File: config.mk
export PLATFORM = sky130hd
export DESIGN_NAME = pidaw_fifo
export DESIGN_NICKNAME = d
export VERILOG_FILES = /design/src/rtl/core/pidaw_pkg.sv /design/src/rtl/core/pidaw_fifo.sv
export SDC_FILE = /design/constraint.sdc
export NUM_CORES = 1
export LEC_CHECK = 0
export BUFFER_PORTS_ARGS = -buffer_cell sky130_fd_sc_hd__buf_2
export CORE_ASPECT_RATIO = 1.5
export CORE_MARGIN = 2
export CORE_UTILIZATION = 50
export CTS_CLUSTER_SIZE = 20
export DETAILED_ROUTE_END_ITERATION = 7
export GPL_ROUTABILITY_DRIVEN = 0
export GPL_TIMING_DRIVEN = 0
export HOLD_SLACK_MARGIN = 0.03
export PLACE_DENSITY = 0.75
export SYNTH_ARGS = -nofsm -noshare
export SYNTH_HDL_FRONTEND = slang
export SYNTH_SLANG_ARGS = --single-unit
export TNS_END_PERCENT = 30
File: constraint.sdc
create_clock -name i_clk -period 6.1 [get_ports i_clk]
set_input_delay 0.61 -clock i_clk [delete_from_list [all_inputs] [get_ports i_clk]]
set_output_delay 0.61 -clock i_clk [all_outputs]
set_load 0.005 [all_outputs]
File: src/rtl/core/pidaw_pkg.sv
`default_nettype none
package pidaw_pkg;

    localparam int unsigned IDX_W = 3;

    localparam logic signed [31:0] C_DEG180  = 32'sd11796480;
    localparam logic        [31:0] C_DEG360  = 32'd23592960;
    localparam logic        [31:0] C_ERR_BIG = 32'd327680;
    localparam logic        [31:0] C_ONE     = 32'd65536;
    localparam logic        [16:0] C_UNITY   = 17'd65536;
    localparam logic        [16:0] C_LEAK    = 17'd65470;
    localparam logic        [16:0] C_WEIGHT  = 17'd19661;
    localparam logic        [16:0] C_SHRINK  = 17'd64881;

    typedef enum logic [IDX_W-1:0] {
        REG_PROP_GAIN        = 3'd0,
        REG_INTEG_GAIN       = 3'd1,
        REG_DERIV_GAIN       = 3'd2,
        REG_INTEG_BOUND      = 3'd3,
        REG_DRIVE_BOUND      = 3'd4,
        REG_ANGLE_WRAP_ON    = 3'd5,
        REG_DERIV_ON_MEASURE = 3'd6,
        REG_INTEG_DECAY_FRAC = 3'd7
    } t_reg_idx;

    typedef struct packed {
        logic signed [31:0] setpoint;
        logic signed [31:0] measured;
        logic        [16:0] time_step;
    } t_in;

    typedef struct packed {
        logic signed [31:0] drive;
        logic               saturated;
    } t_out;

    typedef struct packed {
        logic signed [31:0] prop_gain;
        logic signed [31:0] integ_gain;
        logic signed [31:0] deriv_gain;
        logic        [30:0] integ_bound;
        logic        [30:0] drive_bound;
        logic               angle_wrap_on;
        logic               deriv_on_measure;
        logic        [15:0] integ_decay_frac;
    } t_cfg;

    typedef struct packed {
        logic signed [31:0] err;
        logic signed [31:0] meas;
        logic        [16:0] dt;
    } t_item;

endpackage
`default_nettype wire

File: src/rtl/core/pidaw_fifo.sv
`default_nettype none
module pidaw_fifo (
    input  wire logic              i_clk,
    input  wire logic              i_rst_n,
    input  wire logic              i_push,
    input  wire pidaw_pkg::t_item  i_item,
    output logic                   o_full,
    input  wire logic              i_pop,
    output pidaw_pkg::t_item       o_item,
    output logic                   o_empty
);
    import pidaw_pkg::*;

    t_item       r_mem [2];
    logic        r_wp, r_rp;
    logic [1:0]  r_cnt;

    always_ff @(posedge i_clk) begin
        if (!i_rst_n) begin
            r_wp  <= 1'b0;
            r_rp  <= 1'b0;
            r_cnt <= 2'd0;
        end else begin
            if (i_push) begin
                r_wp <= ~r_wp;
            end
            if (i_pop) begin
                r_rp <= ~r_rp;
            end
            r_cnt <= r_cnt + {1'b0, i_push} - {1'b0, i_pop};
        end
        if (i_push) begin
            r_mem[r_wp] <= i_item;
        end
    end

    assign o_item  = r_mem[r_rp];
    assign o_full  = (r_cnt == 2'd2);
    assign o_empty = (r_cnt == 2'd0);

    a_no_push_full: assert property (@(posedge i_clk) disable iff (!i_rst_n)
        i_push |-> !o_full) else $error("push into a full queue");
    a_no_pop_empty: assert property (@(posedge i_clk) disable iff (!i_rst_n)
        i_pop |-> !o_empty) else $error("pop from an empty queue");

endmodule
`default_nettype wire

# [Word-level counts from Yosys, hierarchy flattened]
# Memory sizes are Yosys's and may differ from the RTL's. A register that Yosys moved wholly into a read port is not among the register bits.
# Index checks and enable logic that the tools add are counted.
[word_totals] regBits=4 latch_bits=0 ramBits=162 mem_bits_ro=0 inputBits=85 out_inout_bits=83 elab_cells=14 memories=1
[memory_table] memory="r_mem" depth=2 word_bits=81 read_ports=1 rd_clocked_by_memory_dff=1 write_ports=1 line_no="pidaw_fifo.sv:14" text="t_item r_mem [2];"
[op_classes] n_addsub=2 n_mul=0 div=0 n_lt_le_gt_ge=0 eq_ne=1 shift=0 muxes=4 bitwise_logic=2 n_reduce_logical=1
[ops] op="1-bit 2-to-1 mux" n=4
[ops] op="2-bit by 1-bit adder with 2-bit output" n=1
[ops] op="2-bit == test, second input constant" n=1
[ops] op="2-bit zero test" n=1
[ops] op="1-bit NOT" n=2
[ops] op="2-bit by 1-bit subtractor with 2-bit output" n=1

# [Depth between registers and ports, before layout]
# Gate-level depths: netlist of the first run.
[logic_depth] word_depth=3 ltp_mapped=6

# [Worst setup path before layout of the first run]
# No wires, ideal clock.
[synth_path] kind="input to register" startpoint="input port i_push" endpoint="memory r_mem[0][0] (netlist name) (enable)" setup_time_ps=531 t_arrival_ps=4182 required_time_ps=5569 setup_slack_ps=1387 path_stages=1 path_buffers=0 cell_sequence="nor2b_1"
[synth_via] elab_chain_len=2
[synth_lines] item="from (decl)" line_no="pidaw_fifo.sv:5" text="input wire logic i_push,"
[synth_lines] item="1-bit 2-to-1 mux" line_no="pidaw_fifo.sv:32" text="if (i_push) begin"
[synth_lines] item="1-bit 2-to-1 mux (not written as such)" line_no="pidaw_fifo.sv:33" text="r_mem[r_wp] <= i_item;"
[synth_lines] item="to (decl)" line_no="pidaw_fifo.sv:14"
# No other way between the ends.

==> results of run 1 <==
cell type report:
type / instances / area share [%]
clock buffers: 21 / 5.38
clock inverters: 11 / 1.82
diodes: 3 / 0.0918
repair buffers: 170 / 11.0
inverters: 2 / 0.0918
multi-input cells: 95 / 16.4
well taps: 156 / 2.39
plain buffers: 9 / 2.10
flip-flops and latches: 167 / 60.7
critical path, delay by kind of cell, from the launching register on:
kind | cells | cell delay (ps)
buffers and inverters | 3 | 550
flip-flops | 1 | 330
multiplexers | 1 | 300
synthesized netlist by cell type:
cell type  count  share of area, %
dfxtp_1        5               1.5
xnor3_1        1              0.35
and2_1         4              0.39
mux2_4        80                19
buf_6          1              0.17
o21a_1         1              0.12
nor2b_1        4              0.39
mux2_2         1              0.17
inv_1          2              0.12
edfxtp_1     162                75
buf_12         8               2.5
xor2_1         1              0.14
ha_1           2              0.39
nor2_1         1             0.058
worst paths after layout:
path                       end  slack (ps)
setup reg to reg  r_mem[0][63]        4420
hold reg to reg      flip-flop         600
hold / removal    r_mem[0][57]         390
setup / recovery    o_item[68]        3900
layer usage:
metal	wire length, um	share of wire (%)	global-route usage [%]	vias to the layer above
li1	-	-	-	1459
met4	249	2.3	8.45	2
met3	637	5.8	5.59	18
met1	3920	35	15.0	1531
met2	6220	56	30.2	98
met5	16	0.14	0	-
sequential cells by signal, summed over array words and instances (netlist names), named ones only:
signal / cells
r_cnt: 2
r_mem: 162
r_rp: 1
r_wp: 1
layout by cell type, fill, tap and decap left out, types with 3 or more instances in the layout:
cell	n
mux2_4	80
edfxtp_1	162
buf_12	10
clkinvlp_4	3
clkbuf_16	17
and2_1	3
buf_2	167
diode_2	3
bufinv_16	3
nor2b_1	3
clkbuf_1	4
dfxtp_1	5
where the power goes:
group | total (mW) | internal, mW | switching [mW]
clock | 1.05 | 0.646 | 0.404
sequential | 1.34 | 1.33 | 0.0171
combinational | 0.306 | 0.181 | 0.125
total | 2.70 | 2.15 | 0.547
logic make-up after synthesis:
family / after synthesis / share of synthesized area (%)
mux: 81 / 18.7
fa+ha+maj: 2 / 0.386
simple gates: 9 / 0.831
flops: 167 / 76.7
buf+inv: 11 / 2.76
compound gates: 1 / 0.116
xor+xnor: 2 / 0.483
==> results.json, run 1 <==
{
  "final_cell_area_um2": 8180,
  "ant_nets": 0,
  "yosysSeqAreaShare_pct": 76.7,
  "dpl.hpwl_mm": 7.69,
  "timing.setup.tns_ps": 0,
  "hold_ws_ps": 390,
  "setup_viol_count_final": 0,
  "end_kind": "primary output",
  "dieArea_um2": 13900,
  "post_route_cells_drive_above_1_share_pct": 61.1,
  "hold_path_depth": 1,
  "clock-sinks": 167,
  "critPathLaunchType": "flip-flop",
  "root_buffer": "clkbuf_16",
  "fin_crit_sh_pct": 36.1,
  "cts_htree_levels": 4,
  "post-place-cells": 599,
  "clk-insertion-delay-late_ps": 400,
  "synth-seq-cells": 167,
  "fillers": 886,
  "syn_to_final_growth_pct": 26.3,
  "synth_area_per_cell_um2": 23.7,
  "slowest_delay_ps": 330,
  "clk_pin_slew_ps": 60,
  "syn_nets": 360,
  "finalHoldViolCount": 0,
  "relSlewSlack_pct": 40.3,
  "placed_area_um2": 7580,
  "dr_total_vias": 3108,
  "hp-start": "i_item[57]",
  "ctsResizeCount": 0,
  "totalPowerFinal_mw": 2.70,
  "leakagePower_nw": 3.28,
  "maxCapViolCount": 0,
  "worst-slew-pin-transition_ps": 893,
  "yosysWarnings": 0,
  "dr.pass1.iters": 4,
  "worstSetupPathType": "flip-flop to primary output",
  "ios": 168,
  "period_minus_slack_ps": 2200,
  "ys_types": 14,
  "placementRows": 50,
  "tritoncts": "built",
  "numCtsBuffers": 17,
  "die_w_um": 96.9,
  "crit_fanout": 10,
  "routed_wl_mm": 11.0,
  "coreArea_um2": 12600,
  "seq_area_um2": 4960,
  "track_usage_pct": 16.0,
  "layout.nets": 549,
  "rr_worst_depth": 2,
  "grt_start_max_net_pins": 45,
  "grt_pass1_vias": 3431,
  "final_util_pct": 65.0,
  "power.density_nw_per_um2": 330,
  "grt_pass1_wl_mm": 16.6,
  "dp_slack_ps": 3980,
  "worst_clock_skew_ps": 7.70,
  "cts_setup_buffers": 0,
  "avgViaCountPerCell": 4.90,
  "start_util_pct": 51.5,
  "worstPathArrival_ps": 1590,
  "r2r_start": "r_wp",
  "multi_input_area_um2": 1340,
  "layout_setup_ws_ps": 3900,
  "hold_buffers": 0,
  "syn_inst": 273,
  "vdd_drop_max_v": 0.000266,
  "io_buffers": 167,
  "crit_path_cell_trace": "buf_6 -> buf_12 -> mux2_4 -> buf_2",
  "fmax_mhz": 454,
  "cts_buffer_depth": 2,
  "cpMaxStageDelayCell": "dfxtp_1",
  "grt_overflow": 0,
  "drtIter0Drc": 164,
  "syn_area_um2": 6470,
  "grt_antenna_before_repair": 3,
  "fin_cells": 634,
  "crit_required_ps": 5490,
  "slew_viol_final": 0,
  "die_h_um": 143,
  "wl_per_cell_um": 17.4,
  "drc": 0,
  "hold_path_class": "primary input to flip-flop",
  "status": "completed",
  "rsz0062_at_grt": "false"
}
Power figures use the tool's default switching activity.
==> run 2: changes to the inputs <==
Settings changed: ABC_AREA set to 1.
Clock period 6.1 ns to 2.15 ns, I/O delays scaled along.
==> run 2 against run 1 <==
Net effect: clock skew down 1.6 ps; non-clock buffer count rose by 82; worst hold slack lost 300 ps; critical endpoint is now o_item[52]; utilization up 6.3 points; clock-buffer cell count shrank 4; sequential share of layout area fell by 5.4 points; critical path depth unchanged; via count grew 11%; register-to-register slack lost 3900 ps; die area did not move; first-iteration DRC count is 19% lower.
==> results.json, run 2 <==
{
  "ctsResizeCount": 0,
  "die_h_um": 143,
  "synth-seq-cells": 167,
  "critPathLaunchType": "flip-flop",
  "critPathBufInv": 3,
  "grt_overflow": 0,
  "final_cell_mix": "buf_2 (167), edfxtp_1 (162), dlygate4sd3_1 (82)",
  "syn_to_final_growth_pct": 38.7,
  "vdd_drop_max_v": 0.000630,
  "cts_htree_levels": 4,
  "largest_register": "r_mem",
  "switching_power_mw": 1.64,
  "comb_power_share_pct": 11.8,
  "wl_met3_um": 553,
  "slew_viol_final": 0,
  "drt-met1-wl_mm": 4.24,
  "hold_path_class": "primary input to flip-flop",
  "crit_fanout": 10,
  "period_minus_slack_ps": 1800,
  "grt_pass1_wl_mm": 18.7,
  "grt_antenna_before_repair": 1,
  "timing.setup.tns_ps": 0,
  "dr.pass1.iters": 4,
  "root_buffer": "clkbuf_16",
  "ys_types": 12,
  "placementRows": 50,
  "layout_setup_ws_ps": 353,
  "drtIter0Drc": 133,
  "layout.nets": 643,
  "ys_async_sr_fraction_pct": 0,
  "dieArea_um2": 13900,
  "worstPathArrival_ps": 1580,
  "worst-slew-pin-transition_ps": 875,
  "numCtsBuffers": 17,
  "power.density_nw_per_um2": 842,
  "clock-sinks": 167,
  "crit_required_ps": 1930,
  "synth_area_per_cell_um2": 22.7,
  "track_usage_pct": 17.8,
  "slowest_delay_ps": 320,
  "pwr-share-clk_pct": 37.7,
  "relSlewSlack_pct": 41.5,
  "finalHoldViolCount": 0,
  "ant_nets": 0,
  "dpl.hpwl_mm": 7.49,
  "wl_per_cell_um": 16.7,
  "setup_viol_count_final": 0,
  "drc": 0,
  "crit_path_cell_trace": "buf_6 -> buf_12 -> mux2_4 -> buf_2",
  "wl_met2_mm": 6.94,
  "avgViaCountPerCell": 4.75,
  "cp_top_family": "buffers and inverters",
  "tritoncts": "built",
  "post_route_cells_drive_above_1_share_pct": 51.1,
  "coreArea_um2": 12600,
  "top_regs": "r_mem (162), r_cnt (2)",
  "rsz0062_at_grt": "false",
  "hold_buffers": 82,
  "synth_area_leader_cell": "edfxtp_1",
  "synth_edf_count": 162,
  "leakagePower_nw": 3.65,
  "synth_most_common_cell": "edfxtp_1",
  "start_util_pct": 51.5,
  "end_kind": "primary output",
  "maxCapViolCount": 0,
  "cpMaxStageDelayCell": "dfxtp_1",
  "cts_setup_buffers": 0,
  "seqPwrFrac_pct": 50.5,
  "grt_start_max_net_pins": 49,
  "yosysSeqAreaShare_pct": 76.7,
  "largest_reg_flops": 162,
  "final_common_cell": "buf_2",
  "fmax_mhz": 556,
  "dp_slack_ps": 419,
  "ios": 168,
  "fin_crit_sh_pct": 83.6,
  "ys_top_cells_by_area": "edfxtp_1 (75%), mux2_4 (19%), buf_12 (2.5%)",
  "worstSetupPathType": "flip-flop to primary output",
  "grt_pass1_vias": 3778,
  "syn_nets": 372,
  "status": "completed",
  "io_buffers": 167,
  "syn_area_um2": 6470,
  "routed_wl_mm": 12.1,
  "worst_clock_skew_ps": 6.09,
  "cts_buffer_depth": 2,
  "dr_total_vias": 3452,
  "ys_top_cells_by_count": "edfxtp_1 (162), mux2_4 (80), nor2_1 (9), buf_12 (8), nand2_1 (8)",
  "top_layer_used": "met4",
  "yosysWarnings": 0,
  "p_sw_share_pct": 21.7,
  "clk-insertion-delay-late_ps": 410,
  "die_w_um": 96.9,
  "synth_top_area_share_pct": 75.1,
  "synth_ff_type": "edfxtp_1",
  "clk_pin_slew_ps": 60,
  "syn_inst": 285,
  "hold_ws_ps": 87.8,
  "internal_power_mw": 5.92
}
[run 2: cell types whose count changed after synthesis, moves of 4 or more]
cell     before  now
nand2_1       0    8
nor2b_1       4    0
inv_1         2    7
nor2_1        1    9
and2_1        4    0
[run 2: worst register-to-register path, stage by stage (launching register included)]
cell and delay [ps]:
dfxtp_1 350, nor2_4 700, buf_12 280
[run 2: per-layer routing]
| layer | track usage [%] | up-vias |
|---|---|---|
| met4 | 9.41 | 0 |
| met1 | 18.3 | 1636 |
| met5 | 0 | - |
| met2 | 32.8 | 128 |
| met3 | 5.01 | 33 |
| li1 | - | 1655 |
[run 2: path summary, 6_finish.rpt]
kind              from            to  slack (ps)  cells after the start
max          flip-flop    o_item[52]         350                      4
min              i_pop     flip-flop          90                      3
max reg2reg       r_wp  r_mem[0][67]         500                      2
min reg2reg       r_rp     flip-flop         510                      2
[run 2: metrics by stage]
step,cells,total power [mW],instance area [um2],util (%)
2_1_floorplan,285,4.33,6480,-
3_3_place_gp,608,4.61,7510,59.7
3_5_place_dp,611,4.65,7580,60.3
4_1_cts,725,7.63,8970,71.3
5_1_grt,726,7.82,8970,71.4
6_report,727,7.56,8980,71.4
[run 2: area by class of cell]
type,count,area (um2)
Buffer,9,171
Clock buffer,17,425
Clock inverter,15,143
Sequential cell,167,4960
Tap cell,156,195
Timing Repair Buffer,252,1720
Multi-Input combinational cell,102,1320
Inverter,7,28.8
Antenna cell,2,5.00
Fill cell,785,3600
[run 2: power by group through the flow]
| stage | Clock [mW] | Sequential [mW] | Combinational [mW] |
|---|---|---|---|
| 2_1_floorplan | 0 | 3.88 | 0.451 |
| 3_3_place_gp | 0 | 3.88 | 0.732 |
| 3_5_place_dp | 0 | 3.88 | 0.771 |
| 4_1_cts | 2.93 | 3.81 | 0.895 |
| 5_1_grt | 3.03 | 3.83 | 0.957 |
| 6_report | 2.85 | 3.81 | 0.894 |
[run 2: cell families (layout without fill, tap and decap cells)]
logic type | after synthesis | in the layout | share of synthesized area (%)
AO/OA/AOI/OAI | 1 | 1 | 0.0772
buffers and inverters | 16 | 300 | 3.05
AND/OR/NAND/NOR | 18 | 18 | 1.06
flip-flops | 167 | 167 | 76.7
other | 0 | 2 | 0
adder cells (fa/ha/maj) | 2 | 2 | 0.386
multiplexers | 81 | 81 | 18.7
