<file path="config.mk">
export PLATFORM = sky130hd
export DESIGN_NAME = pidaw_front
export DESIGN_NICKNAME = d
export VERILOG_FILES = /design/src/rtl/core/pidaw_pkg.sv /design/src/rtl/core/pidaw_front.sv
export SDC_FILE = /design/constraint.sdc
export NUM_CORES = 1
export LEC_CHECK = 0
export BUFFER_PORTS_ARGS = -buffer_cell sky130_fd_sc_hd__buf_2
export CELL_PAD_IN_SITES_DETAIL_PLACEMENT = 1
export CELL_PAD_IN_SITES_GLOBAL_PLACEMENT = 2
export CORE_UTILIZATION = 35
export DETAILED_ROUTE_END_ITERATION = 12
export PLACE_DENSITY_LB_ADDON = 0.2
export REMOVE_ABC_BUFFERS = 1
export SLEW_MARGIN = 5
export SYNTH_ARGS = -nofsm -noshare
export SYNTH_HDL_FRONTEND = slang
export SYNTH_SLANG_ARGS = --single-unit
</file>
<file path="constraint.sdc">
create_clock -name i_clk -period 8.5 [get_ports i_clk]
set_clock_uncertainty 0.1 [all_clocks]
set_input_delay 0.425 -clock i_clk [delete_from_list [all_inputs] [get_ports i_clk]]
set_output_delay 0.425 -clock i_clk [all_outputs]
set_load 0.01 [all_outputs]
</file>
<file path="src/rtl/core/pidaw_pkg.sv">
`default_nettype none
package pidaw_pkg;

    localparam int unsigned IDX_W = 3;

    localparam logic signed [31:0] C_DEG180  = 32'sd11796480;
    localparam logic        [31:0] C_DEG360  = 32'd23592960;
    localparam logic        [31:0] C_ERR_BIG = 32'd327680;
    localparam logic        [31:0] C_ONE     = 32'd65536;
    localparam logic        [16:0] C_UNITY   = 17'd65536;
    localparam logic        [16:0] C_LEAK    = 17'd65470;
    localparam logic        [16:0] C_WEIGHT  = 17'd19661;
    localparam logic        [16:0] C_SHRINK  = 17'd64881;

    typedef enum logic [IDX_W-1:0] {
        REG_PROP_GAIN        = 3'd0,
        REG_INTEG_GAIN       = 3'd1,
        REG_DERIV_GAIN       = 3'd2,
        REG_INTEG_BOUND      = 3'd3,
        REG_DRIVE_BOUND      = 3'd4,
        REG_ANGLE_WRAP_ON    = 3'd5,
        REG_DERIV_ON_MEASURE = 3'd6,
        REG_INTEG_DECAY_FRAC = 3'd7
    } t_reg_idx;

    typedef struct packed {
        logic signed [31:0] setpoint;
        logic signed [31:0] measured;
        logic        [16:0] time_step;
    } t_in;

    typedef struct packed {
        logic signed [31:0] drive;
        logic               saturated;
    } t_out;

    typedef struct packed {
        logic signed [31:0] prop_gain;
        logic signed [31:0] integ_gain;
        logic signed [31:0] deriv_gain;
        logic        [30:0] integ_bound;
        logic        [30:0] drive_bound;
        logic               angle_wrap_on;
        logic               deriv_on_measure;
        logic        [15:0] integ_decay_frac;
    } t_cfg;

    typedef struct packed {
        logic signed [31:0] err;
        logic signed [31:0] meas;
        logic        [16:0] dt;
    } t_item;

endpackage
`default_nettype wire

</file>
<file path="src/rtl/core/pidaw_front.sv">
`default_nettype none
module pidaw_front (
    input  wire logic             i_clk,
    input  wire logic             i_rst_n,
    input  wire logic             i_valid,
    output logic                  o_stall,
    input  wire pidaw_pkg::t_in   i_data,
    input  wire logic             i_angle_wrap_on,
    output logic                  o_push,
    output pidaw_pkg::t_item      o_item,
    input  wire logic             i_full
);
    import pidaw_pkg::*;

    typedef enum logic [2:0] {
        F_IDLE = 3'b001,
        F_WRAP = 3'b010,
        F_PUSH = 3'b100
    } t_fstate;

    t_fstate            r_state, n_state;
    logic signed [31:0] r_err, n_err;
    logic signed [31:0] r_meas, n_meas;
    logic        [16:0] r_dt, n_dt;
    logic        [31:0] r_t, n_t;
    logic               r_neg, n_neg;
    logic        [2:0]  r_step, n_step;

    logic signed [32:0] diff;
    logic signed [31:0] e_sat;
    logic signed [32:0] neg_start;
    logic        [31:0] c_step;
    logic        [31:0] t_next;

    always_comb begin
        diff = {i_data.setpoint[31], i_data.setpoint} - {i_data.measured[31], i_data.measured};
        if (diff[32] != diff[31]) begin
            e_sat = diff[32] ? 32'sh80000000 : 32'sh7fffffff;
        end else begin
            e_sat = diff[31:0];
        end
        neg_start = -{C_DEG180[31], C_DEG180} - {e_sat[31], e_sat};
        c_step = C_DEG360 << r_step;
        t_next = (r_t > c_step) ? r_t - c_step : r_t;
    end

    always_comb begin
        n_state = r_state;
        n_err   = r_err;
        n_meas  = r_meas;
        n_dt    = r_dt;
        n_t     = r_t;
        n_neg   = r_neg;
        n_step  = r_step;
        o_push  = 1'b0;
        unique case (r_state)
            F_IDLE: begin
                if (i_valid) begin
                    n_meas = i_data.measured;
                    n_dt   = (i_data.time_step == 17'd0) ? 17'd1 : i_data.time_step;
                    n_err  = e_sat;
                    n_step = 3'd6;
                    if (i_angle_wrap_on && e_sat > C_DEG180) begin
                        n_t     = 32'(e_sat - C_DEG180);
                        n_neg   = 1'b0;
                        n_state = F_WRAP;
                    end else if (i_angle_wrap_on && e_sat < -C_DEG180) begin
                        n_t     = neg_start[31:0];
                        n_neg   = 1'b1;
                        n_state = F_WRAP;
                    end else begin
                        n_state = F_PUSH;
                    end
                end
            end
            F_WRAP: begin
                n_t    = t_next;
                n_step = r_step - 3'd1;
                if (r_step == 3'd0) begin
                    n_err   = r_neg ? C_DEG180 - $signed(t_next) : $signed(t_next) - C_DEG180;
                    n_state = F_PUSH;
                end
            end
            F_PUSH: begin
                if (!i_full) begin
                    o_push  = 1'b1;
                    n_state = F_IDLE;
                end
            end
            default: n_state = F_IDLE;
        endcase
    end

    always_ff @(posedge i_clk) begin
        if (!i_rst_n) begin
            r_state <= F_IDLE;
        end else begin
            r_state <= n_state;
        end
        r_err  <= n_err;
        r_meas <= n_meas;
        r_dt   <= n_dt;
        r_t    <= n_t;
        r_neg  <= n_neg;
        r_step <= n_step;
    end

    assign o_stall     = (r_state != F_IDLE);
    assign o_item.err  = r_err;
    assign o_item.meas = r_meas;
    assign o_item.dt   = r_dt;

endmodule
`default_nettype wire

</file>
Word-level counts from Yosys, hierarchy flattened
Cells that the tools add are included.
{"block": "classes", "add_sub_neg": 7, "mul": 0, "div": 0, "order_cmp": 3, "n_eq_ne": 9, "n_shift": 1, "n_mux": 22, "bitwise_logic": 0, "reduce_logical": 12}
{"op": "2-to-1 mux 32 bit", "n": 9}
{"op": "case mux 32 bit (2 select lines)", "n": 2}
{"op": "subtractor 25 x 32 -> 32 bit, first input constant", "n": 2}
{"op": "subtractor 32 x 25 -> 32 bit, second input constant", "n": 2}
{"op": "subtractor 32 x 32 -> 33 bit", "n": 1}
{"op": "> comparator 32 x 25 -> 1 bit, second input constant", "n": 1}
{"op": "> comparator 32 bit", "n": 1}
{"op": "less-than comparator 32 x 25 -> 1 bit, second input constant", "n": 1}
{"op": "left shift 25 x 3 -> 32 bit, first input constant", "n": 1}
{"op": "subtractor 32 bit", "n": 1}
{"op": "2-to-1 mux 3 bit", "n": 6}
{"op": "zero test 17 bit", "n": 1}
{"op": "AND reduction 3 bit", "n": 4}
{"op": "case mux 3 bit (3 select lines)", "n": 1}
{"op": "!= test 2 bit, second input constant", "n": 3}
{"op": "case mux 3 bit (2 select lines)", "n": 1}
{"op": "AND reduction 2 bit", "n": 2}
{"op": "nonzero test 2 bit", "n": 2}
{"op": "equality test 3 x 1 -> 1 bit, second input constant", "n": 1}
{"op": "equality test 3 x 2 -> 1 bit, second input constant", "n": 1}
{"op": "equality test 3 bit, second input constant", "n": 1}
{"op": "zero test 3 bit", "n": 1}
{"op": "2-to-1 mux 1 bit", "n": 3}
{"op": "!= test 3 x 1 -> 1 bit, second input constant", "n": 1}
{"op": "other kinds (4)", "n": 5}
{"block": "totals", "ff_bits": 120, "latch_bits": 0, "ramBits": 0, "romBits": 0, "inputBits": 86, "wordCells": 61, "mem_count": 0}

Logic depth before layout (Yosys ltp)
{"block": "logic_depth", "word_depth": 9, "depth_mapped": 33, "ltp_nobuf": 26}

Least setup slack after synthesis
OpenSTA, ideal clock, no wires.
{"block": "synth_path", "path_kind": "input-to-reg", "start": "in i_data[25] (netlist bit)", "end": "reg r_t[0] (enable)", "arrival_ns": 6.240, "t_required_ns": 8.007, "slack_ns": 1.767, "path_stages": 29, "n_path_buf": 4, "path_cell_list": "inv_1 -> ha_1 -> a21oi_1 -> o211ai_1 -> a21boi_0 -> o211a_1 -> o21a_1 -> o21ai_0 -> a21o_1 -> a21o_1 -> xor2_1 -> ha_1 -> clkbuf_1 -> clkbuf_1 -> clkbuf_1 -> nor3_1 -> a31oi_1 -> o211ai_1 -> or2_2 -> buf_2 -> inv_1 -> ha_1 -> nor2_1 -> a221oi_2 -> a31oi_1 -> o41a_1 -> o41ai_1 -> nand2_1 -> and2_1"}
{"block": "synth_via", "elab_chain_cells": 7, "elab_cells_between_ends": 10, "cone_classes": "add/sub: 1; order compare: 2; eq/ne: 2; mux: 2; reduce/logical: 3"}
{"item": "start: declaration", "line": "pidaw_front.sv:7", "rtl": "input wire pidaw_pkg::t_in i_data,"}
{"item": "subtractor 32 x 32 -> 33 bit *", "line": "pidaw_front.sv:36", "rtl": "diff = {i_data.setpoint[31], i_data.setpoint} - {i_data.measured[31], i_data.measured};"}
{"item": "2-to-1 mux 32 bit / != test 1 bit (equally long branches)", "line": "pidaw_front.sv:38, pidaw_front.sv:37"}
{"item": "2-to-1 mux 32 bit *", "line": "pidaw_front.sv:37", "rtl": "if (diff[32] != diff[31]) begin"}
{"item": "> comparator 32 x 25 -> 1 bit / less-than comparator 32 x 25 -> 1 bit (equally long branches)", "line": "pidaw_front.sv:63, pidaw_front.sv:67"}
{"item": "logical AND 1 bit (on tied branches)", "line": "pidaw_front.sv:63, pidaw_front.sv:67"}
{"item": "!= test 3 bit (no line) *"}
{"item": "AND reduction 3 bit (no line) *"}
{"item": "end signal: assignment", "line": "pidaw_front.sv:103", "rtl": "r_t <= n_t;"}
{"item": "end: declaration", "line": "pidaw_front.sv:25", "rtl": "logic [31:0] r_t, n_t;"}
Mark *: on every way between the ends. The rest lies on a longest branch, timed or not.
A chain may end at the register's enable or synchronous reset.

Worst setup path in the final report
{"block": "layout_path", "start": "in i_data[25] (netlist bit)", "end": "reg r_t[24], data pin"}
{"block": "layout_via", "elab_chain_cells": 8, "elab_cells_between_ends": 12, "cone_classes": "add/sub: 3; order compare: 1; eq/ne: 1; mux: 6; reduce/logical: 1"}
{"item": "subtractor 32 x 32 -> 33 bit *", "line": "pidaw_front.sv:36"}
{"item": "2-to-1 mux 32 bit / != test 1 bit (equally long branches)", "line": "pidaw_front.sv:38, pidaw_front.sv:37"}
{"item": "2-to-1 mux 32 bit *", "line": "pidaw_front.sv:37"}
{"item": "subtractor 25 x 32 -> 32 bit / > comparator 32 x 25 -> 1 bit (equally long branches)", "line": "pidaw_front.sv:42, pidaw_front.sv:63"}
{"item": "2-to-1 mux 32 bit / logical AND 1 bit (equally long branches)", "line": "pidaw_front.sv:67, pidaw_front.sv:63"}
{"item": "2-to-1 mux 32 bit *", "line": "pidaw_front.sv:63", "rtl": "if (i_angle_wrap_on && e_sat > C_DEG180) begin"}
{"item": "2-to-1 mux 32 bit *", "line": "pidaw_front.sv:58", "rtl": "if (i_valid) begin"}
{"item": "case mux 32 bit (2 select lines) *", "line": "pidaw_front.sv:56", "rtl": "unique case (r_state)"}
{"item": "via n_t[24]", "line": "pidaw_front.sv:25"}
Mark *: on every way through the listed nets, which the timed path passes. The rest lies on a longest branch. The select of a mux whose other input is x is not followed.

==> metrics.yaml <==
cts:
  cts_root_buf: "clkbuf_16"
  cts_resized: 0
  cts_buffers: 17
  clock_path_buffers: 2
  clk_pin_slew_worst_paths_ns: 0.06
  hold_buffers: 0
  post-cts-setup-buffers: 0
  clock-sinks: 120
  cts_max_level: 4
  cts_tree: "yes"
  insertion_delay_ns: 0.44
floorplanning:
  dieArea_mm2: 0.02983
  io_pins: 169
  core_area_mm2: 0.02870
  die_h_um: 172.7
  die_w_um: 172.7
  initial_core_util_pct: 35.54
  std_cell_rows: 62
routing:
  wirelength_um: 31520
  via_count: 9097
  via_per_inst: 5.402
  drt_iter0_drc: 585
  remaining_drc_errors: 1
  dr.pass1.iters: 9
  final_antenna_net_count: 0
  wl_per_cell_um: 18.72
yosys:
  ys_types: 91
  synth_edf_count: 117
  syn_avg_cell_area_um2: 8.816
  async_reset_ff_share_pct: 0
  netlist_area_mm2: 0.01020
  yosysSeqAreaShare_pct: 35.03
  yosys_warnings: 0
  ys_ff_latch: 120
  syn_inst: 1157
  synth_ff_type: "edfxtp_1"
power:
  power.density_mw_per_mm2: 283.5
  power_mw: 3.360
  ir_drop_mv: 0.08860
  p_leak_nw: 4.956
layout:
  design_area_mm2: 0.01185
  n_fill_cell: 3424
  drive_above_1_share_pct: 20.46
  final_nets: 1436
  antenna_cells: 0
  fin_cells: 1684
  syn2layout_area_growth_pct: 16.20
placed_design:
  post-place-ws_ns: 1.099
  post-place-cells: 1652
  io_buffers: 168
  place_hpwl_um: 24790
  dpl_cell_area_mm2: 0.01128
  place_congestion: 0.9223
grt:
  grt_pass1_vias: 9267
  grt_usage_pct: 21.22
  grt_overflow_total: 0
  grt_pass1_wl_um: 50520
  grt_max_degree: 72
  antenna_found_initial: 1
critical_path:
  path_class: "in2reg"
  worst-path-max-fanout: 38
  arrival_ns: 7.13
  required_ns: 8.55
  crit_top_cell: "ha_1"
  max_stage_delay_ns: 0.59
  cp-end-kind: "flip-flop"
  cp-start-kind: "input port"
  cp_slowest_cell: "o31a_1"
run_status:
  violations: "design-rule violations"
  status: "finished, violations left"
sta:
  finalHoldViolCount: 0
  min_period_over_period_pct: 83.20
  finalCriticalPeriod_ns: 7.072
  worst_slack_ns: 1.428
  finalSetupViolations: 0
  finalSetupTns_ns: 0
  tightest_slew_ns: 1.066
  slew_headroom_pct: 28.91
  grt_setup_unrepaired: "false"
  final_max_slew_viol_count: 0
  max_freq_mhz: 141.4
hold_path:
  min_path_type: "in2reg"
flow_run:
  maxCapViolations: 0
## synthesized netlist by cell type, types with 4 or more instances
library cell    n  area share (%)
edfxtp_1      117              34
nand2_1       111             4.1
a21oi_1       108             5.3
nor2_1        103             3.8
o21ai_0        78             3.8
inv_1          66             2.4
ha_1           62             7.6
xnor2_1        46             3.9
clkbuf_1       43             1.6
xor2_1         33             2.8
mux2i_1        30             2.9
nor3_1         28             1.4
a21o_1         20             1.5
nand3_1        18            0.88
buf_2          16            0.79
o21a_1         16             1.2
nand4_1        15            0.92
a31oi_1        13            0.80
o211ai_1       13            0.96
o31ai_1        13            0.96
and2_1         11            0.67
nand2b_1       10            0.61
nor2b_1         9            0.55
or2_2           9            0.55
a211oi_1        8            0.59
and4_1          8            0.69
mux2_2          8            0.88
nor4_1          7            0.43
o21ai_1         7            0.34
or3_1           7            0.43
o2111ai_1       6            0.52
o211a_1         6            0.59
o21bai_1        6            0.44
o41ai_1         6            0.52
nor4b_1         5            0.43
o31a_1          5            0.43
a221o_1         4            0.39
a2bb2oi_1       4            0.34
and3_1          4            0.25
## worst max-delay path, delay by kind of cell
kind | cells | cell delay (ns)
adders and majority gates | 3 | 0.94
muxes | 2 | 0.42
AOI/OAI and AO/OA | 13 | 3.14
and+or+nand+nor | 3 | 0.60
buffers and inverters | 6 | 1.18
xor gates and xnor gates | 2 | 0.36
## cells in the final DEF, fill, tap and decap left out, types with 30 or more instances in the layout
master    Yosys  routed
ha_1         62      62
o21ai_0      78      77
nand2_1     111     111
a21oi_1     108     108
mux2i_1      30      30
inv_1        66      65
xor2_1       33      33
buf_2        16     168
nor2_1      103     102
xnor2_1      46      46
edfxtp_1    117     117
## flip-flops by register name, indices dropped and copies added (netlist names)
register and flops:
r_meas 32, r_neg 1, r_t 32, r_state 3, r_step 3, r_err 32
r_dt 17
## logic make-up (layout without fill, tap and decap cells)
family                   after synthesis  after routing  synth area share (%)
AO/OA/AOI/OAI                        355            355                 23.03
AND/OR/NAND/NOR                      366            366                 17.59
buffers and inverters                135            278                 5.839
adder cells (fa/ha/maj)               64             64                 7.900
multiplexers                          38             38                 3.827
XOR/XNOR                              79             79                 6.784
flip-flops                           120            120                 35.03
## path summary, 6_finish.rpt
check | cells past startpoint | slack (ns) | endpoint | from
worst max register to register | 16 | 3.04 | r_err[31] | r_step[0]
worst max-delay path | 29 | 1.43 | r_t[24] | i_data[25]
worst min-delay path | 1 | 0.08 | r_dt[6] | i_data[6]
worst min register to register | 2 | 0.51 | r_state[0] | r_state[0]
## power breakdown
group | internal, mW | switching (mW)
sequential | 0.844 | 0.0679
combinational | 0.648 | 1.08
clock | 0.409 | 0.315
## area by class of cell
class / count / area (µm²) / share of cell area [%]
clock buffers: 17 / 425.4 / 3.589
clock inverters: 15 / 145.1 / 1.225
inverters: 68 / 260.3 / 2.196
multi-input cells: 902 / 6052 / 51.06
flip-flops and latches: 120 / 3573 / 30.15
well taps: 384 / 480.5 / 4.054
repair buffers: 178 / 915.9 / 7.727
## through the flow
step           hold WS (ns)  util (%)
2_1_floorplan        0.4012         -
3_3_place_gp         0.4845     39.31
3_5_place_dp         0.4955     39.31
4_1_cts             0.05822     41.29
5_1_grt             0.06122     41.29
6_report            0.08218     41.29
## metal layers
layer / part of all wire [%] / GRT usage [%] / routed length [µm]
met1: 49 / 29.19 / 15480
met4: 1.8 / 6.047 / 566
met3: 4.8 / 4.266 / 1521
met5: 0.041 / 0 / 13
met2: 44 / 33.64 / 13930
Note: power is estimated with default switching activity, not from simulation.
