**config.mk**
```make
export PLATFORM = sky130hd
export DESIGN_NAME = pidaw_back
export DESIGN_NICKNAME = d
export VERILOG_FILES = /design/src/rtl/core/pidaw_pkg.sv /design/src/rtl/core/pidaw_div.sv /design/src/rtl/core/pidaw_back.sv
export SDC_FILE = /design/constraint.sdc
export NUM_CORES = 2
export LEC_CHECK = 0
export BUFFER_PORTS_ARGS = -buffer_cell sky130_fd_sc_hd__buf_2
export CAP_MARGIN = 25
export CELL_PAD_IN_SITES_DETAIL_PLACEMENT = 1
export CELL_PAD_IN_SITES_GLOBAL_PLACEMENT = 1
export CORE_MARGIN = 1.5
export CORE_UTILIZATION = 40
export CTS_BUF_LIST = sky130_fd_sc_hd__clkbuf_2
export DETAILED_ROUTE_END_ITERATION = 8
export GPL_ROUTABILITY_DRIVEN = 0
export PLACE_DENSITY_LB_ADDON = 0.05
export SYNTH_ARGS = -nofsm -noshare
export SYNTH_HDL_FRONTEND = slang
export SYNTH_HIERARCHICAL = 1
export SYNTH_SLANG_ARGS = --single-unit
```
**constraint.sdc**
```tcl
create_clock -name i_clk -period 23.2 [get_ports i_clk]
set_input_delay 1.16 -clock i_clk [delete_from_list [all_inputs] [get_ports i_clk]]
set_output_delay 1.16 -clock i_clk [all_outputs]
set_load 0.01 [all_outputs]
```
**src/rtl/core/pidaw_pkg.sv**
```systemverilog
`default_nettype none
package pidaw_pkg;

    localparam int unsigned IDX_W = 3;

    localparam logic signed [31:0] C_DEG180  = 32'sd11796480;
    localparam logic        [31:0] C_DEG360  = 32'd23592960;
    localparam logic        [31:0] C_ERR_BIG = 32'd327680;
    localparam logic        [31:0] C_ONE     = 32'd65536;
    localparam logic        [16:0] C_UNITY   = 17'd65536;
    localparam logic        [16:0] C_LEAK    = 17'd65470;
    localparam logic        [16:0] C_WEIGHT  = 17'd19661;
    localparam logic        [16:0] C_SHRINK  = 17'd64881;

    typedef enum logic [IDX_W-1:0] {
        REG_PROP_GAIN        = 3'd0,
        REG_INTEG_GAIN       = 3'd1,
        REG_DERIV_GAIN       = 3'd2,
        REG_INTEG_BOUND      = 3'd3,
        REG_DRIVE_BOUND      = 3'd4,
        REG_ANGLE_WRAP_ON    = 3'd5,
        REG_DERIV_ON_MEASURE = 3'd6,
        REG_INTEG_DECAY_FRAC = 3'd7
    } t_reg_idx;

    typedef struct packed {
        logic signed [31:0] setpoint;
        logic signed [31:0] measured;
        logic        [16:0] time_step;
    } t_in;

    typedef struct packed {
        logic signed [31:0] drive;
        logic               saturated;
    } t_out;

    typedef struct packed {
        logic signed [31:0] prop_gain;
        logic signed [31:0] integ_gain;
        logic signed [31:0] deriv_gain;
        logic        [30:0] integ_bound;
        logic        [30:0] drive_bound;
        logic               angle_wrap_on;
        logic               deriv_on_measure;
        logic        [15:0] integ_decay_frac;
    } t_cfg;

    typedef struct packed {
        logic signed [31:0] err;
        logic signed [31:0] meas;
        logic        [16:0] dt;
    } t_item;

endpackage
`default_nettype wire

```
**src/rtl/core/pidaw_div.sv**
```systemverilog
`default_nettype none
module pidaw_div (
    input  wire logic         i_clk,
    input  wire logic         i_rst_n,
    input  wire logic         i_start,
    input  wire logic [48:0]  i_num,
    input  wire logic         i_neg,
    input  wire logic [16:0]  i_den,
    output logic              o_busy,
    output logic signed [31:0] o_rate
);
    import pidaw_pkg::*;

    logic [49:0] r_num, r_quo;
    logic [16:0] r_rem, r_den;
    logic [4:0]  r_cnt;
    logic        r_busy, r_neg;

    logic [17:0] rem_a, rem_b;
    logic        ge_a, ge_b;
    logic [16:0] rem_a2, rem_b2;

    always_comb begin
        rem_a  = {r_rem, r_num[49]};
        ge_a   = rem_a >= {1'b0, r_den};
        rem_a2 = ge_a ? 17'(rem_a - {1'b0, r_den}) : rem_a[16:0];
        rem_b  = {rem_a2, r_num[48]};
        ge_b   = rem_b >= {1'b0, r_den};
        rem_b2 = ge_b ? 17'(rem_b - {1'b0, r_den}) : rem_b[16:0];
    end

    always_ff @(posedge i_clk) begin
        if (!i_rst_n) begin
            r_busy <= 1'b0;
            r_cnt  <= 5'd0;
        end else if (i_start) begin
            r_busy <= 1'b1;
            r_cnt  <= 5'd25;
        end else if (r_busy) begin
            r_cnt  <= r_cnt - 5'd1;
            r_busy <= (r_cnt != 5'd1);
        end
        if (i_start) begin
            r_num <= {1'b0, i_num};
            r_quo <= '0;
            r_rem <= '0;
            r_den <= i_den;
            r_neg <= i_neg;
        end else if (r_busy) begin
            r_num <= r_num << 2;
            r_quo <= {r_quo[47:0], ge_a, ge_b};
            r_rem <= rem_b2;
        end
    end

    always_comb begin
        if (!r_neg) begin
            o_rate = (r_quo > 50'h7fffffff) ? 32'sh7fffffff : $signed(r_quo[31:0]);
        end else begin
            o_rate = (r_quo > 50'h80000000) ? 32'sh80000000 : $signed(-r_quo[31:0]);
        end
    end

    assign o_busy = r_busy;

endmodule
`default_nettype wire

```
**src/rtl/core/pidaw_back.sv**
```systemverilog
`default_nettype none
module pidaw_back (
    input  wire logic              i_clk,
    input  wire logic              i_rst_n,
    input  wire pidaw_pkg::t_cfg   i_cfg,
    input  wire logic              i_empty,
    input  wire pidaw_pkg::t_item  i_item,
    output logic                   o_pop,
    output logic                   o_out_valid,
    input  wire logic              i_out_stall,
    output pidaw_pkg::t_out        o_out_data
);
    import pidaw_pkg::*;

    typedef enum logic [13:0] {
        S_IDLE  = 14'b00000000000001,
        S_DECAY = 14'b00000000000010,
        S_ERRDT = 14'b00000000000100,
        S_ACC   = 14'b00000000001000,
        S_LEAK  = 14'b00000000010000,
        S_LEAKW = 14'b00000000100000,
        S_WADD  = 14'b00000001000000,
        S_CLAMP = 14'b00000010000000,
        S_IGAIN = 14'b00000100000000,
        S_ISUM  = 14'b00001000000000,
        S_WDIV  = 14'b00010000000000,
        S_DSUM  = 14'b00100000000000,
        S_OUT   = 14'b01000000000000,
        S_FIN   = 14'b10000000000000
    } t_bstate;

    t_bstate            r_state, n_state;
    logic signed [31:0] r_integ_acc, r_last_err, r_last_meas;
    logic signed [31:0] r_err, r_meas;
    logic        [16:0] r_dt;
    logic signed [33:0] r_integ, n_integ;
    logic signed [49:0] r_raw, n_raw;
    logic signed [31:0] r_drv, n_drv;
    logic               r_sat, n_sat;
    logic signed [66:0] r_prod;
    logic               r_out_valid;
    t_out               r_out;

    logic signed [33:0] mul_a;
    logic signed [32:0] mul_b;
    logic               mul_en;
    logic signed [66:0] rnd;
    logic signed [50:0] rq;
    logic        [31:0] aerr;
    logic signed [32:0] diff;
    logic        [32:0] diff_mag;
    logic               div_busy;
    logic signed [31:0] rate;
    logic signed [33:0] ibnd;
    logic signed [49:0] dbnd;
    logic               hi, lo, shrink, out_free;

    assign rnd      = r_prod + 67'sd32768;
    assign rq       = rnd[66:16];
    assign aerr     = r_err[31] ? 32'(-r_err) : r_err;
    assign ibnd     = $signed({3'b0, i_cfg.integ_bound});
    assign dbnd     = $signed({19'b0, i_cfg.drive_bound});
    assign hi       = r_raw > dbnd;
    assign lo       = r_raw < -dbnd;
    assign shrink   = (hi && !r_err[31] && aerr > C_ONE) || (lo && r_err[31] && aerr > C_ONE);
    assign out_free = !r_out_valid || !i_out_stall;
    assign o_pop    = (r_state == S_IDLE) && !i_empty;

    always_comb begin
        if (i_cfg.deriv_on_measure) begin
            diff = {r_last_meas[31], r_last_meas} - {i_item.meas[31], i_item.meas};
        end else begin
            diff = {i_item.err[31], i_item.err} - {r_last_err[31], r_last_err};
        end
        diff_mag = diff[32] ? 33'(-diff) : diff;
    end

    pidaw_div u_div (
        .i_clk   (i_clk),
        .i_rst_n (i_rst_n),
        .i_start (o_pop),
        .i_num   ({diff_mag, 16'b0}),
        .i_neg   (diff[32]),
        .i_den   (i_item.dt),
        .o_busy  (div_busy),
        .o_rate  (rate)
    );

    always_comb begin
        n_state = r_state;
        n_integ = r_integ;
        n_raw   = r_raw;
        n_drv   = r_drv;
        n_sat   = r_sat;
        mul_a   = r_integ;
        mul_b   = '0;
        mul_en  = 1'b0;
        unique case (r_state)
            S_IDLE: begin
                if (!i_empty) begin
                    n_integ = 34'(r_integ_acc);
                    n_state = S_DECAY;
                end
            end
            S_DECAY: begin
                mul_b   = $signed({16'b0, 17'(C_UNITY - {1'b0, i_cfg.integ_decay_frac})});
                mul_en  = 1'b1;
                n_state = S_ERRDT;
            end
            S_ERRDT: begin
                n_integ = rq[33:0];
                mul_a   = 34'(r_err);
                mul_b   = $signed({16'b0, r_dt});
                mul_en  = 1'b1;
                n_state = S_ACC;
            end
            S_ACC: begin
                if (aerr < C_ERR_BIG) begin
                    n_integ = r_integ + rq[33:0];
                    n_state = S_LEAK;
                end else begin
                    mul_a   = rq[33:0];
                    mul_b   = $signed({16'b0, C_WEIGHT});
                    mul_en  = 1'b1;
                    n_state = S_WADD;
                end
            end
            S_LEAK: begin
                mul_b   = $signed({16'b0, (aerr < C_ONE) ? C_LEAK : C_UNITY});
                mul_en  = 1'b1;
                n_state = S_LEAKW;
            end
            S_LEAKW: begin
                n_integ = rq[33:0];
                n_state = S_CLAMP;
            end
            S_WADD: begin
                n_integ = r_integ + rq[33:0];
                n_state = S_CLAMP;
            end
            S_CLAMP: begin
                if (r_integ > ibnd) begin
                    n_integ = ibnd;
                end else if (r_integ < -ibnd) begin
                    n_integ = -ibnd;
                end
                mul_a   = 34'(r_err);
                mul_b   = 33'(i_cfg.prop_gain);
                mul_en  = 1'b1;
                n_state = S_IGAIN;
            end
            S_IGAIN: begin
                n_raw   = rq[49:0];
                mul_b   = 33'(i_cfg.integ_gain);
                mul_en  = 1'b1;
                n_state = S_ISUM;
            end
            S_ISUM: begin
                n_raw   = r_raw + rq[49:0];
                n_state = S_WDIV;
            end
            S_WDIV: begin
                if (!div_busy) begin
                    mul_a   = 34'(rate);
                    mul_b   = 33'(i_cfg.deriv_gain);
                    mul_en  = 1'b1;
                    n_state = S_DSUM;
                end
            end
            S_DSUM: begin
                n_raw   = r_raw + rq[49:0];
                n_state = S_OUT;
            end
            S_OUT: begin
                if (hi) begin
                    n_drv = $signed({1'b0, i_cfg.drive_bound});
                end else if (lo) begin
                    n_drv = -$signed({1'b0, i_cfg.drive_bound});
                end else begin
                    n_drv = r_raw[31:0];
                end
                n_sat   = hi || lo;
                mul_b   = $signed({16'b0, shrink ? C_SHRINK : C_UNITY});
                mul_en  = 1'b1;
                n_state = S_FIN;
            end
            S_FIN: begin
                if (out_free) begin
                    n_state = S_IDLE;
                end
            end
            default: n_state = S_IDLE;
        endcase
    end

    always_ff @(posedge i_clk) begin
        if (!i_rst_n) begin
            r_state     <= S_IDLE;
            r_integ_acc <= '0;
            r_last_err  <= '0;
            r_last_meas <= '0;
            r_out_valid <= 1'b0;
        end else begin
            r_state <= n_state;
            if (r_state == S_FIN && out_free) begin
                r_integ_acc <= rq[31:0];
                r_last_err  <= r_err;
                r_last_meas <= r_meas;
                r_out_valid <= 1'b1;
            end else if (!i_out_stall) begin
                r_out_valid <= 1'b0;
            end
        end
        if (o_pop) begin
            r_err  <= i_item.err;
            r_meas <= i_item.meas;
            r_dt   <= i_item.dt;
        end
        if (mul_en) begin
            r_prod <= mul_a * mul_b;
        end
        if (r_state == S_FIN && out_free) begin
            r_out.drive     <= r_drv;
            r_out.saturated <= r_sat;
        end
        r_integ <= n_integ;
        r_raw   <= n_raw;
        r_drv   <= n_drv;
        r_sat   <= n_sat;
    end

    assign o_out_valid = r_out_valid;
    assign o_out_data  = r_out;

    a_div_done_idle: assert property (@(posedge i_clk) disable iff (!i_rst_n)
        (r_state == S_IDLE) |-> !div_busy) else $error("divider busy while idle");
    a_out_from_fin: assert property (@(posedge i_clk) disable iff (!i_rst_n)
        $rose(r_out_valid) |-> $past(r_state == S_FIN)) else $error("result without finish");

endmodule
`default_nettype wire

```
Word level (Yosys, flattened, before mapping)
Cells that the tools add are included.
{"block": "classes", "add_sub_neg": 15, "mul": 1, "div": 0, "n_lt_le_gt_ge": 11, "eq_ne": 21, "n_shift": 0, "mux": 40, "bitwise_logic": 1, "reduce_logical": 24}
{"cell": "$pmux 33 s8", "count": 1}
{"cell": "$mux 34", "count": 6}
{"cell": "$pmux 14 s13", "count": 1}
{"cell": "$pmux 34 s5", "count": 1}
{"cell": "$mux 32", "count": 5}
{"cell": "$pmux 34 s3", "count": 1}
{"cell": "$pmux 50 s2", "count": 1}
{"cell": "$mux 33", "count": 3}
{"cell": "$mux 49", "count": 2}
{"cell": "$mux 17", "count": 4}
{"cell": "$add 66x17->66 const B", "count": 1}
{"cell": "$mul 34x33->66", "count": 1}
{"cell": "$sub 32x32->33", "count": 2}
{"cell": "$neg 32->32", "count": 2}
{"cell": "$add 50x50->50", "count": 1}
{"cell": "$gt 50x31->1 const B", "count": 1}
{"cell": "$gt 50x32->1", "count": 1}
{"cell": "$gt 50x32->1 const B", "count": 1}
{"cell": "$lt 50x50->1", "count": 1}
{"cell": "$neg 31->50", "count": 1}
{"cell": "$mux 14", "count": 3}
{"cell": "$ge 18x17->1", "count": 2}
{"cell": "$add 34x34->34", "count": 1}
{"cell": "$gt 34x32->1", "count": 1}
{"cell": "44 further kinds", "count": 69}
{"block": "totals", "reg_bits": 516, "latch_bits": 0, "ram_bits": 0, "rom_bits": 0, "inputBits": 261, "out_inout_bits": 35, "wordCells": 137, "n_memories": 0}

Longest topological paths before layout
{"block": "logic_depth", "word_depth": 8, "ltp_mapped": 59, "ltp_nobuf": 58}

Cells and area by module
Netlist, hierarchy kept.
{"module": "pidaw_back", "instances": 1, "cells_per_inst": 7859, "area_per_inst_um2": 69235.2, "seq_area_each_um2": 10690.3}
{"module": "pidaw_div", "instances": 1, "cells_per_inst": 861, "area_per_inst_um2": 8409.3, "seq_area_each_um2": 3493.4}

Least setup slack after synthesis
No wires, ideal clock.
{"block": "synth_path", "path_kind": "input to register", "startpoint": "input i_cfg[19] (netlist name)", "endpoint": "register r_prod[63] (data pin)", "setup_time_ns": 0.258, "arrival_time_ns": 15.028, "required_time_ns": 22.942, "path_slack_ns": 7.914, "cell_stages": 50, "n_path_buf": 2, "path_cell_list": "inv_2 -> ha_1 -> nand4_1 -> or3_1 -> or3_1 -> or3_1 -> or3_1 -> or3_1 -> clkbuf_1 -> nor3_2 -> nand2_1 -> nor2_1 -> nand4_1 -> nand2_1 -> nand2b_1 -> ha_1 -> and4_1 -> nand3_1 -> [... 14 more ...] -> fa_1 -> inv_1 -> fa_1 -> inv_1 -> fa_1 -> fa_1 -> inv_1 -> fa_1 -> inv_1 -> ha_1 -> a21o_1 -> a21o_1 -> a21o_1 -> o21ai_0 -> a31oi_2 -> or3b_1 -> a31oi_1 -> xnor2_1"}
{"block": "synth_via", "elab_chain_len": 8, "elab_cells_between_ends": 11, "cone_classes": "add/sub (1); mul (1); order compare (2); mux (2); reduce/logical (5)"}
{"item": "from (decl)", "line": "pidaw_back.sv:5", "source": "input wire pidaw_pkg::t_cfg i_cfg,"}
{"item": "$neg 31->50", "line": "pidaw_back.sv:64", "source": "assign lo = r_raw < -dbnd;"}
{"item": "$lt 50x50->1", "line": "pidaw_back.sv:64"}
{"item": "$logic_and 1x1->1 (2 in a row)", "line": "pidaw_back.sv:65", "source": "assign shrink = (hi && !r_err[31] && aerr > C_ONE) || (lo && r_err[31] && aerr > C_ONE);"}
{"item": "$logic_or 1x1->1 (*)", "line": "pidaw_back.sv:65"}
{"item": "$mux 17 (*)", "line": "pidaw_back.sv:183", "source": "mul_b = $signed({16'b0, shrink ? C_SHRINK : C_UNITY});"}
{"item": "$pmux 33 s8 (*)", "line": "pidaw_back.sv:98", "source": "unique case (r_state)"}
{"item": "$mul 34x33->66 (*)", "line": "pidaw_back.sv:220", "source": "r_prod <= mul_a * mul_b;"}
{"item": "to (signal assigned)", "line": "pidaw_back.sv:220"}
{"item": "to (decl)", "line": "pidaw_back.sv:40", "source": "logic signed [66:0] r_prod;"}
Every way passes the cells marked *; elsewhere a longest branch is shown, timed or not.
A chain may end at the register's enable or synchronous reset.

Worst setup path in the final report
{"block": "layout_path", "startpoint": "input i_cfg[18] (netlist name)", "endpoint": "register r_prod[63] (data pin)"}
The elaborated chain is that of the path after synthesis.

==> metrics.yaml <==
coreArea_sq_um: 193000
synth-seq-cells: 534
slew_viol_final: 0
synthCells: 8720
hold_class: "in -> reg"
cp_slowest_stage_delay_ns: 1.10
numPortBuffers: 294
tns_ns: 0
clkLatencyLatePin_ns: 1.59
synth_edf_count: 349
place_area_sq_um: 82700
num_rows: 161
finalNonFillerCells: 11800
drtPass1Iterations: 7
path_depth: 51
dieArea_sq_um: 197000
outcome: "finished, final reports clean"
power.net_switching_w: 0.00148
cts_tree: "built"
wirelength_um: 283000
p_leak_nw: 38.5
first_global_vias: 70100
htreeDepth: 4
fin_crit_sh_pct: 73.5
slowest_stage: "fa_1"
vdd_drop_max_uv: 54.3
cp-end-kind: "register"
vias_per_cell: 5.46
ys.flop_type: "edfxtp_1"
grt_pass1_wl_um: 431000
fmax_ghz: 0.0586
final_core_util_pct: 44.3
pwr-share-comb_pct: 44.0
wire_per_inst_um: 24.0
path_max_fanout: 34
arrival_ns: 18.35
fin_area_sq_um: 85500
slew_headroom_pct: 13.4
ys_warn_count: 6
intPower_w: 0.00195
cts.sinks: 534
cts-resized-gates: 0
antenna_found_initial: 35
initial_core_util_pct: 40.3
min_period_ns: 17.06
area_delta_synth_final_pct: 10.1
startpoint_type: "primary input"
min_path_cells: 3
crit_type: "in -> reg"
finClkSkew_ns: 0.151
clk_pin_slew_ns: 0.10
tightest_slew_ns: 1.29
cts_buffers: 144
dpl.cell_count: 11400
cts_root_buf: "clkbuf_2"
ys_seq_area_share_pct: 18.3
synth_top_cell_area_share_pct: 30.2
crit_required_ns: 24.49
grt_usage_pct: 28.9
ant_nets: 0
yosysTopAreaCell: "fa_1"
yosysUniqueCellTypes: 112
synth_area_leaders: "fa_1 30%, edfxtp_1 13%, ha_1 8.8%"
p_sw_share_pct: 43.1
clock_path_buffers: 3
postCtsSetupBuffers: 0
die_y_um: 444
cp_top_family: "adder cells"
seq_power_share_pct: 33.7
synthArstFlopShare_pct: 0
ios: 296
maxCapViolations: 0
setup_viol: 0
path_buf_inv: 8
p_per_area_nw_per_um2: 40.1
rsz0062_at_grt: "false"
vias: 64500
die_x_um: 444
drc: 0
final_net_count: 11100
netlist_area_sq_um: 77600
reg2reg_depth: 37
grt_overflow_total: 0
crit_path_frequent_cell: "fa_1"
hold_viol_final: 0
dp_hpwl_um: 227000
grt_start_max_net_pins: 66
drt_iter0_drc: 4048
avgSynthCellArea_sq_um: 8.90
p_clk_share_pct: 22.4
drive_above_1_share_pct: 10.3
[worst paths after layout]
| kind | start | slack (ns) | to |
|---|---|---|---|
| max reg2reg | r_err[1] | 9.34 | r_prod[63] |
| max | i_cfg[18] | 6.14 | r_prod[63] |
| min | i_cfg[53] | 0.20 | r_integ[4] |
| min reg2reg | r_drv[21] | 0.41 | o_out_data[22] |
[timing repair]
| item | in CTS | in global routing |
|---|---|---|
| setup endpoints to repair | 0 | 0 |
| hold buffers | 116 | 0 |
| hold endpoints to repair | 144 | 0 |
[tightest hold or removal path: stages]
cell and delay [ns]:
buf_2 0.16, xnor2_1 0.09, o21ai_0 0.14
[logic make-up (layout without fill, tap and decap cells)]
group | count (synthesis) | after routing | synth area share, %
buffers and inverters | 1905 | 2395 | 9.25
adders and majority gates | 1716 | 1716 | 39.0
other | 1 | 68 | 0.00483
and+or+nand+nor | 2772 | 2772 | 16.2
muxes | 142 | 142 | 1.93
DFF | 534 | 534 | 18.3
xor gates and xnor gates | 368 | 368 | 4.15
AOI/OAI and AO/OA | 1282 | 1282 | 11.2
[power groups by stage]
stage,clock network (W),logic (W),registers [W]
2_1_floorplan,0,0.00101,0.00114
3_3_place_gp,0,0.00144,0.00117
3_5_place_dp,0,0.00148,0.00118
4_1_cts,0.000801,0.00150,0.00115
5_1_grt,0.000843,0.00166,0.00116
6_report,0.000767,0.00151,0.00116
[cell usage in the layout, fill, tap and decap left out, types with 51 or more instances in the layout]
cell type	Yosys	routed
nand3_1	113	113
diode_2	0	52
ha_1	544	544
nand4_1	68	68
nand2_1	1018	1018
dfxtp_1	185	184
nor2b_1	57	56
xor2_1	106	106
nor3_1	114	111
edfxtp_1	349	349
mux2_2	59	59
a222oi_1	56	56
nand2b_1	97	95
a21o_1	95	95
buf_4	4	202
xnor2_1	262	262
and3_1	56	56
o21ai_0	239	238
clkbuf_2	1	221
dlygate4sd3_1	0	116
a21boi_0	113	113
and2_1	51	51
fa_1	1172	1172
buf_2	11	293
a21oi_1	311	307
inv_1	1508	1507
nor2_1	949	945
mux2i_1	83	83
[Yosys cell counts (36+ instances only)]
library cell and count:
a211oi_1 52, a21boi_0 113, a21o_1 95, a21oi_1 311, a222oi_1 56, a31oi_1 43
and2_1 51, and3_1 56, clkbuf_1 349, dfxtp_1 185, edfxtp_1 349, fa_1 1172
ha_1 544, inv_1 1508, mux2_2 59, mux2i_1 83, nand2_1 1018, nand2b_1 97
nand3_1 113, nand4_1 68, nor2_1 949, nor2b_1 57, nor3_1 114, nor4_1 46
o21a_1 51, o21ai_0 239, or2_2 36, or3_1 46, xnor2_1 262, xor2_1 106
[state kept, by name, indices dropped and copies added (netlist names), 14 cells and up]
signal       cells
o_out_data      33
r_drv           32
r_dt            17
r_err           32
r_integ         34
r_integ_acc     32
r_last_err      32
r_last_meas     32
r_meas          32
r_prod          51
r_raw           50
r_state         14
u_div/r_den     17
u_div/r_num     50
u_div/r_quo     50
u_div/r_rem     17
[metal layers]
| layer | global-route usage, % | share of wire [%] |
|---|---|---|
| met1 | 37.0 | 42 |
| met2 | 48.5 | 48 |
| met3 | 3.56 | 4.5 |
| met4 | 13.9 | 5.1 |
| met5 | 0 | 0.0042 |
[area by class of cell]
cell class / instances / area [sq um]
antenna: 52 / 130
clock buffer: 221 / 1110
clock inverter: 47 / 313
fill: 22700 / 107000
inverter: 1514 / 5680
multi-input combinational: 6296 / 56700
sequential: 534 / 14200
tap: 2526 / 3160
timing repair buffer: 613 / 4200
[through the flow]
step / setup WS (ns) / total power, W / hold slack [ns]
3_5_place_dp: 5.00 / 0.00266 / 0.406
3_3_place_gp: 5.19 / 0.00262 / 0.403
2_1_floorplan: 7.91 / 0.00216 / 0.400
4_1_cts: 6.18 / 0.00346 / 0.000246
6_report: 6.14 / 0.00343 / 0.197
5_1_grt: 5.00 / 0.00366 / 0.137
No activity file was read; power rests on OpenSTA's default activity.
